### config.mk
export PLATFORM = sky130hd
export DESIGN_NAME = sgs_divider
export DESIGN_NICKNAME = d
export VERILOG_FILES = /design/src/rtl/core/sgs_pkg.sv /design/src/rtl/core/sgs_divider.sv
export SDC_FILE = /design/constraint.sdc
export NUM_CORES = 1
export LEC_CHECK = 0
export ABC_AREA = 1
export BUFFER_PORTS_ARGS = -buffer_cell sky130_fd_sc_hd__buf_2
export CAP_MARGIN = 10
export CORE_ASPECT_RATIO = 1.1
export CORE_MARGIN = 4
export CORE_UTILIZATION = 50
export DETAILED_ROUTE_END_ITERATION = 12
export PLACE_DENSITY = 0.75
export SLEW_MARGIN = 20
export SYNTH_ARGS = -nofsm -noshare
export SYNTH_HDL_FRONTEND = slang
export SYNTH_SLANG_ARGS = --single-unit
### constraint.sdc
create_clock -name clk -period 7.84 [get_ports clk]
set_clock_uncertainty 0.15 [all_clocks]
set_input_delay 1.96 -clock clk [delete_from_list [all_inputs] [get_ports clk]]
set_output_delay 1.96 -clock clk [all_outputs]
set_load 0.02 [all_outputs]
### src/rtl/core/sgs_pkg.sv
// Package for the sparse Gauss-Seidel row update block.
// Holds word types, action and status codes and default sizes; no dependencies.
package sgs_pkg;

  localparam int unsigned DefVectorDepth  = 1024;
  localparam int unsigned DefFractionBits = 24;

  localparam int unsigned IdxW = 10;
  localparam int unsigned ValW = 32;
  localparam int unsigned AccW = 64;

  localparam logic [2:0] ACT_WRITE  = 3'd0;
  localparam logic [2:0] ACT_START  = 3'd1;
  localparam logic [2:0] ACT_TERM   = 3'd2;
  localparam logic [2:0] ACT_FINISH = 3'd3;
  localparam logic [2:0] ACT_READ   = 3'd4;

  localparam logic [1:0] ST_OK   = 2'd0;
  localparam logic [1:0] ST_SAT  = 2'd1;
  localparam logic [1:0] ST_ZERO = 2'd2;

  typedef struct packed {
    logic [2:0]             action;
    logic [IdxW-1:0]        index;
    logic signed [ValW-1:0] value;
    logic signed [ValW-1:0] diagonal;
  } in_word_t;

  typedef struct packed {
    logic [IdxW-1:0]        out_index;
    logic signed [ValW-1:0] out_value;
    logic [1:0]             status;
  } out_word_t;

  // divider handshake
  typedef struct packed {
    logic            start;
    logic            s_neg;
    logic            d_neg;
    logic [AccW-1:0] s_mag;
    logic [ValW-1:0] d_mag;
  } div_req_t;

  typedef struct packed {
    logic            done;
    logic [ValW-1:0] result;
    logic            sat;
  } div_rsp_t;

endpackage

### src/rtl/core/sgs_divider.sv
// Restoring radix-2 divider: 64-bit magnitude by 32-bit magnitude, one
// quotient bit a cycle, with Q.F signed saturation. Uses sgs_pkg.
module sgs_divider (
  input  logic              clk,
  input  logic              rst_n,
  input  sgs_pkg::div_req_t req,
  output sgs_pkg::div_rsp_t rsp
);
  import sgs_pkg::*;

  logic [AccW-1:0] quo_r, quo_nxt;
  logic [ValW:0]   rem_r, rem_nxt;
  logic [ValW-1:0] dmag_r;
  logic            neg_r;
  logic [6:0]      cnt_r, cnt_nxt;
  logic            busy_r, busy_nxt;
  logic            done_r;
  logic [ValW:0]   trial;
  logic [ValW:0]   diff;

  // one shift-subtract step
  always_comb begin
    trial    = {rem_r[ValW-1:0], quo_r[AccW-1]};
    diff     = trial - {1'b0, dmag_r};
    rem_nxt  = diff[ValW] ? trial : diff;
    quo_nxt  = {quo_r[AccW-2:0], ~diff[ValW]};
    cnt_nxt  = cnt_r - 7'd1;
    busy_nxt = busy_r && (cnt_r != 7'd1);
  end

  always_ff @(posedge clk) begin
    if (!rst_n) begin
      busy_r <= 1'b0;
      done_r <= 1'b0;
      cnt_r  <= '0;
    end else if (req.start) begin
      busy_r <= 1'b1;
      done_r <= 1'b0;
      cnt_r  <= 7'(AccW);
    end else if (busy_r) begin
      busy_r <= busy_nxt;
      done_r <= !busy_nxt;
      cnt_r  <= cnt_nxt;
    end else begin
      done_r <= 1'b0;
    end
  end

  always_ff @(posedge clk) begin
    if (req.start) begin
      quo_r  <= req.s_mag;
      rem_r  <= '0;
      dmag_r <= req.d_mag;
      neg_r  <= req.s_neg ^ req.d_neg;
    end else if (busy_r) begin
      quo_r <= quo_nxt;
      rem_r <= rem_nxt;
    end
  end

  // sign and saturate
  always_comb begin
    rsp.done = done_r;
    rsp.sat  = 1'b0;
    if (neg_r) begin
      if (quo_r > AccW'(64'h8000_0000)) begin
        rsp.sat    = 1'b1;
        rsp.result = 32'h8000_0000;
      end else begin
        rsp.result = ValW'(~quo_r + 1'b1);
      end
    end else begin
      if (quo_r > AccW'(64'h7FFF_FFFF)) begin
        rsp.sat    = 1'b1;
        rsp.result = 32'h7FFF_FFFF;
      end else begin
        rsp.result = quo_r[ValW-1:0];
      end
    end
  end

  a_cnt_bound: assert property (@(posedge clk) disable iff (!rst_n)
    busy_r |-> cnt_r <= 7'(AccW)) else $error("divider count overrun");
  a_done_pulse: assert property (@(posedge clk) disable iff (!rst_n)
    done_r |=> !done_r) else $error("divider done held");
  a_done_follows: assert property (@(posedge clk) disable iff (!rst_n)
    done_r |-> $past(busy_r)) else $error("divider done without work");

endmodule

==> reports/summary.txt, run 1 <==
GRT
--------------------------------------------------------------------------------
Global route total overflow                                                    0
Number of antenna violations at the first check in global routing              9
Via count of the first global-routing pass                                  8545
Wire length of the first global-routing pass                             39.5 mm
Pin count of the biggest net entering global routing                         128
GRT Overall Usage                                                          22.4%

YOSYS
--------------------------------------------------------------------------------
Fraction of registers with async set/reset                                    0%
Number of enable flip-flop cells after synthesis                              97
Mean cell area of the mapped netlist                                  6.91 sq um
Area fraction of the dominant cell type after synthesis                    29.9%
Dominant cells by area after synthesis                              edfxtp_1 30%, nand2_1 17%, inv_1 11%, dfxtp_1 8.4%, o21ai_0 5.2%
Number of distinct library cells after synthesis                              41
Top flip-flop cell by instance count after synthesis                    edfxtp_1
Synth Register Bits                                                          138
Top post-synthesis cells by count                                   449 x nand2_1, 277 x inv_1, 102 x o21ai_0
Most used standard cell by instance count after synthesis                nand2_1
Syn_nets                                                                    1545
Cell area after synthesis                                             9730 sq um
Count of warnings emitted by yosys                                             0
Count of mapped cells out of synthesis                                      1408
Sequential cell area fraction in the yosys report                          38.4%
Post-synth top area cell                                                edfxtp_1

POWER AND IR DROP
--------------------------------------------------------------------------------
Power per unit of standard cell area                                 178 nW/um^2
Part of the total power dissipated in the clock network                    40.8%
Int Power                                                                1.38 mW
Power share of the combinational group                                     15.1%
Relative contribution of sequential cells to total power                   44.0%
Tot Pwr                                                                  1.99 mW
Peak ir drop on the vdd network                                         0.154 mV
Total net switching power                                               0.611 mW
Switching Share                                                            30.7%
Leakage component of the power                                           5.73 nW

TIMING
--------------------------------------------------------------------------------
Final critical delay including setup and external delays                 5490 ps
Final setup violation count                                                    0
Achievable Freq                                                          182 MHz
Max Transition Viols Final                                                     0
Period utilisation layout                                                  70.1%
Rel. slew slack                                                            41.9%
Setup slack after layout                                                 2350 ps
Worst Max-Slew Pin Slew                                                   871 ps
Setup repair after global routing missed its margin                           no
Final total negative setup slack                                            0 ps
Final number of hold-violating endpoints                                       0

LAYOUT
--------------------------------------------------------------------------------
Final Cell Area                                                      11100 sq um
Area of combinational cells with multiple inputs                      4730 sq um
Nets@finish                                                                 1667
Area added between synthesis and finish                                    14.5%
Storage element area                                                  3730 sq um
Share of cells above drive strength 1                                      15.1%
Fill cells                                                                  1838

CTS
--------------------------------------------------------------------------------
Sink count of the clock tree                                                 138
CTS Hold Bufs                                                                  0
CTS Buf Count                                                                 17
Number of buffers added for setup after CTS                                    0
CTS root buf                                                           clkbuf_16
Post-cts repair resize count                                                   0
H-Tree Depth                                                                   4
Maximum number of buffers from clock root to sink                              2
Clock tree from TritonCTS                                                   done
Worst-skew pair later-pin latency                                         440 ps
Reg clk slew, reported paths                                               70 ps

ROUTE
--------------------------------------------------------------------------------
Average vias per placed instance                                            5.00
Detailed-route wire length per cell                                      13.6 um
Antenna Nets Post-Route                                                        0
Number of DRC markers in iteration 0                                         611
Pre-antenna DRT Iters                                                          5
Total wirelength of the detailed-routed design                           24.4 mm
Overall via count from detail_route                                         8957
Remaining routing DRC violations                                               0

DIE
--------------------------------------------------------------------------------
Std-Cell Rows                                                                 53
Starting utilization of the core area                                      51.0%
Vertical die dimension                                                    154 um
Full die area                                                        21800 sq um
DIE WIDTH                                                                 141 um
Core area                                                            19100 sq um
Io pins                                                                      135

PLACED DESIGN
--------------------------------------------------------------------------------
Worst setup slack after placement                                        2810 ps
Dpl hpwl                                                                 18.6 mm
Last weighted congestion value of the routability-driven placer            0.972
Count of input and output buffers                                            134
Placed inst area                                                     10600 sq um

WORST HOLD PATH
--------------------------------------------------------------------------------
Worst hold-check path type                                            reg -> reg

WORST SETUP PATH
--------------------------------------------------------------------------------
Worst Setup Path Type                                                 reg -> out
Max Fanout on Critical Path                                                   31
CP endpoint kind                                                     output port
Data required time of the critical path                                  5730 ps
Startpoint class of the critical path                                  flip-flop
CP Data Arrival Time                                                     3380 ps

RUN
--------------------------------------------------------------------------------
Maximum Capacitance Violations                                                 0

RUN STATUS
--------------------------------------------------------------------------------
Outcome                                                             complete, no violations

-- per-layer routing --
layer  part of all wire, %  GRT usage (%)  vias up
met1                    44           27.7     3974
met3                   6.1           5.26       64
met2                    47           37.6      264
li1                      -              -     4639
met4                   3.1           9.04       16
met5                  0.41              0        -
-- worst max-delay path, cell delays in order (launching register included) --
cell and delay, ps:
edfxtp_1 370, inv_1 80, nand4_1 110, nor2_1 130
nand2_1 70, nor2_1 220, nand2_1 540, nand2_2 320
nand2_1 530, o21ai_0 360, buf_2 210
-- power by group through the flow --
stage | Clock [mW] | Sequential (mW) | Combinational (mW)
2_1_floorplan | 0 | 0.882 | 0.202
3_3_place_gp | 0 | 0.888 | 0.297
3_5_place_dp | 0 | 0.891 | 0.299
4_1_cts | 0.825 | 0.875 | 0.301
5_1_grt | 0.854 | 0.881 | 0.337
6_report | 0.812 | 0.876 | 0.301
-- final timing paths --
check | end | slack [ps] | start | cells past startpoint
setup reg to reg | rem_r[20] | 4990 | quo_r[63] | 17
hold / removal | rem_r[26] | 320 | rem_r[26] | 2
setup / recovery | rsp[14] | 2350 | quo_r[45] | 10
hold reg to reg | rem_r[26] | 320 | rem_r[26] | 2
-- area by class of cell --
cell class                 count  share of cell area (%)
clock buffer                  18                    3.94
inverter                     288                    9.70
timing repair buffer         138                    6.34
antenna                        2                  0.0449
tap                          247                    2.77
clock inverter                14                    1.30
sequential                   138                    33.5
multi-input combinational    947                    42.4
-- cell families (layout without fill, tap and decap cells) --
| logic type | Yosys count | after routing | synth area share, % |
|---|---|---|---|
| adder cells (fa/ha/maj) | 36 | 36 | 4.70 |
| buffers and inverters | 323 | 458 | 13.1 |
| other | 0 | 2 | 0 |
| flip-flops | 138 | 138 | 38.4 |
| XOR/XNOR | 45 | 45 | 4.05 |
| AND/OR/NAND/NOR | 712 | 712 | 31.6 |
| AO/OA/AOI/OAI | 154 | 154 | 8.18 |
-- sequential cells by signal, indices dropped and copies added, names as in the netlist --
register  cells
quo_r        64
busy_r        1
dmag_r       32
neg_r         1
cnt_r         7
done_r        1
rem_r        32
-- stage by stage --
step | hold slack, ps | cells | util [%]
after floorplan | 299 | 1408 | -
after global placement | 310 | 1758 | 55.3
after detailed placement | 313 | 1758 | 55.3
after CTS | 324 | 1790 | 58.3
final | 321 | 1792 | 58.4
after global routing | 344 | 1791 | 58.4
-- layout by cell type (no fill, tap or decap), drive strengths merged, types with 4 or more instances in the layout --
master and n:
a21oi 21, and2 5, buf 138, clkbuf 18, clkinv 4, dfxtp 41, edfxtp 97, ha 35
inv 298, nand2 483, nand3 81, nand3b 6, nand4 20, nor2 91, nor3 17, nor4 6
o21ai 127, xnor2 13, xor2 32
Note: power is estimated with default switching activity, not from simulation.
==> run 2: changes to the inputs <==
==> constraint.sdc (replaced) <==
create_clock -name clk -period 5.5 [get_ports clk]
set_clock_uncertainty 0.15 [all_clocks]
set_input_delay 1.375 -clock clk [delete_from_list [all_inputs] [get_ports clk]]
set_output_delay 1.375 -clock clk [all_outputs]
set_load 0.02 [all_outputs]
==> run 2 against run 1 <==
  * Via count is essentially flat
  * Worst setup slack lost 1500 ps
  * Sequential share of layout area shrank 0.060 points
  * Sequential power grew 43%
  * Critical path depth grew 1
  * Register-to-register slack lost 2300 ps
  * Clock power grew 45%
  * Die area is the same
  * Flip-flop and latch count is the same
  * Critical path type unchanged
  * Critical endpoint is now rsp[17]
  * Largest cell class unchanged
  * Largest power group unchanged
==> reports/summary.txt, run 2 (same netlist as run 1, synthesis figures left out) <==
PLACED DESIGN
--------------------------------------------------------------------------------
Worst setup slack after placement                                        1350 ps   -1460 ps
Placed inst area                                                     10600 sq um   +0.14%
Count of input and output buffers                                            134   unchanged
Dpl hpwl                                                                 18.7 mm   +0.80%
Placed cell count                                                           1760   +0.11%
Last weighted congestion value of the routability-driven placer            0.945   -2.8%

GRT
--------------------------------------------------------------------------------
Number of antenna violations at the first check in global routing              6   -3
Global route total overflow                                                    0   unchanged
GRT Overall Usage                                                          22.9%   +0.56 points
Pin count of the biggest net entering global routing                          66   -48%
Via count of the first global-routing pass                                  8682   +1.6%
Wire length of the first global-routing pass                             40.5 mm   +2.6%

CTS
--------------------------------------------------------------------------------
Number of buffers added for setup after CTS                                    0   unchanged
Worst-skew pair later-pin latency                                         430 ps   about the same
H-Tree Depth                                                                   4   unchanged
CTS Buf Count                                                                 17   unchanged
Sink count of the clock tree                                                 138   unchanged
Maximum number of buffers from clock root to sink                              2   unchanged
CTS root buf                                                           clkbuf_16
Clock tree from TritonCTS                                                   done
Post-cts repair resize count                                                   0   unchanged
CTS Hold Bufs                                                                  0   unchanged
Reg clk slew, reported paths                                               70 ps   about the same

RUN STATUS
--------------------------------------------------------------------------------
Outcome                                                             complete, no violations

ROUTE
--------------------------------------------------------------------------------
Overall via count from detail_route                                         8962   +0.056%
Total wirelength of the detailed-routed design                           24.9 mm   +2.0%
Average vias per placed instance                                            5.00   about the same
Remaining routing DRC violations                                               0   unchanged
Detailed-route wire length per cell                                      13.9 um   +2.0%
Pre-antenna DRT Iters                                                          5   unchanged
Number of DRC markers in iteration 0                                         664   +8.7%
Antenna Nets Post-Route                                                        0   unchanged

WORST SETUP PATH
--------------------------------------------------------------------------------
Worst Setup Path Type                                                 reg -> out
Max Fanout on Critical Path                                                   29   -6.5%
CP Data Arrival Time                                                     3080 ps   -300 ps
Startpoint class of the critical path                                  flip-flop
Data required time of the critical path                                  3970 ps   -1760 ps
CP endpoint kind                                                     output port

LAYOUT
--------------------------------------------------------------------------------
Number of flip-flops under the largest register name                          64   unchanged
Storage element area                                                  3730 sq um   unchanged
Area added between synthesis and finish                                    14.7%
Final instance count without filler cells                                   1792   unchanged
Final Cell Area                                                      11200 sq um   +0.18%
Nets@finish                                                                 1669   +0.12%
Share of the core filled with cells                                        58.5%   +0.10 points
Area of combinational cells with multiple inputs                      4730 sq um   unchanged
Most common cell after layout, fill and taps aside                       nand2_1
Fill cells                                                                  1835   -0.16%
Leading cell types in the layout, fill and taps excluded            449 x nand2_1, 276 x inv_1, 133 x buf_2, 102 x o21ai_0, 97 x edfxtp_1
Reg with most FFs                                                          quo_r
Number of inserted diodes                                                      0   -2
Share of cells above drive strength 1                                      15.2%   +0.11 points
Registers with the highest flip-flop counts                         quo_r x64, dmag_r x32, rem_r x32

TIMING
--------------------------------------------------------------------------------
Final critical delay including setup and external delays                 4600 ps
Achievable Freq                                                          217 MHz
Period utilisation layout                                                  83.7%
Final total negative setup slack                                            0 ps   unchanged
Rel. slew slack                                                            40.7%   -1.2 points
Setup repair after global routing missed its margin                           no
Final number of hold-violating endpoints                                       0   unchanged
Setup slack after layout                                                  896 ps   -1450 ps
Final setup violation count                                                    0   unchanged
Max Transition Viols Final                                                     0   unchanged
Minimum hold slack                                                        324 ps   +3.18 ps
Worst Max-Slew Pin Slew                                                   887 ps   +16.4 ps

DIE
--------------------------------------------------------------------------------
Starting utilization of the core area                                      51.0%   unchanged
Std-Cell Rows                                                                 53   unchanged
Vertical die dimension                                                    154 um   unchanged
Io pins                                                                      135   unchanged
Core area                                                            19100 sq um   unchanged
Full die area                                                        21800 sq um   unchanged
DIE WIDTH                                                                 141 um   unchanged

POWER AND IR DROP
--------------------------------------------------------------------------------
Tot Pwr                                                                  2.86 mW   +44%
Peak ir drop on the vdd network                                         0.197 mV   +28%
Power per unit of standard cell area                                 256 nW/um^2   +44%
Leakage component of the power                                           5.74 nW   +0.11%

RUN
--------------------------------------------------------------------------------
Maximum Capacitance Violations                                                 0   unchanged

WORST HOLD PATH
--------------------------------------------------------------------------------
Worst hold-check path type                                            reg -> reg

[run 2: path summary, 6_finish.rpt]
check / start / end / slack [ps] / cells after the start
min: rem_r[6] / rem_r[6] / 320 / 2
max reg2reg: quo_r[63] / rem_r[22] / 2650 / 17
max: quo_r[0] / rsp[17] / 900 / 11
min reg2reg: rem_r[6] / rem_r[6] / 320 / 2
[run 2: final cells by class]
class,count,area share [%]
inverters,288,9.68
clock inverters,15,1.55
clock buffers,17,3.81
repair buffers,140,6.43
multi-input cells,947,42.3
well taps,247,2.77
flip-flops and latches,138,33.4
[run 2: metal layers]
| metal | vias up | track usage, % | share of wire, % |
|---|---|---|---|
| met5 | - | 0 | 0.23 |
| met4 | 12 | 7.11 | 2.3 |
| met3 | 61 | 5.50 | 6.9 |
| met2 | 319 | 39.0 | 47 |
| met1 | 3931 | 28.8 | 43 |
| li1 | 4639 | - | - |
[run 2: critical path, stage by stage (launching register included)]
cell and delay, ps:
edfxtp_1 430, inv_1 100, ha_1 200, nand2_2 90, nor2_4 130, nand3_2 130, nor2_1 220, nand4_1 140
nand2_2 120, nand2_1 510, o21ai_0 360, buf_2 210
[run 2: where the power goes]
group          internal, mW  switching, mW  total (mW)
combinational         0.142          0.289       0.432
sequential             1.20         0.0451        1.25
clock                 0.651          0.532        1.18
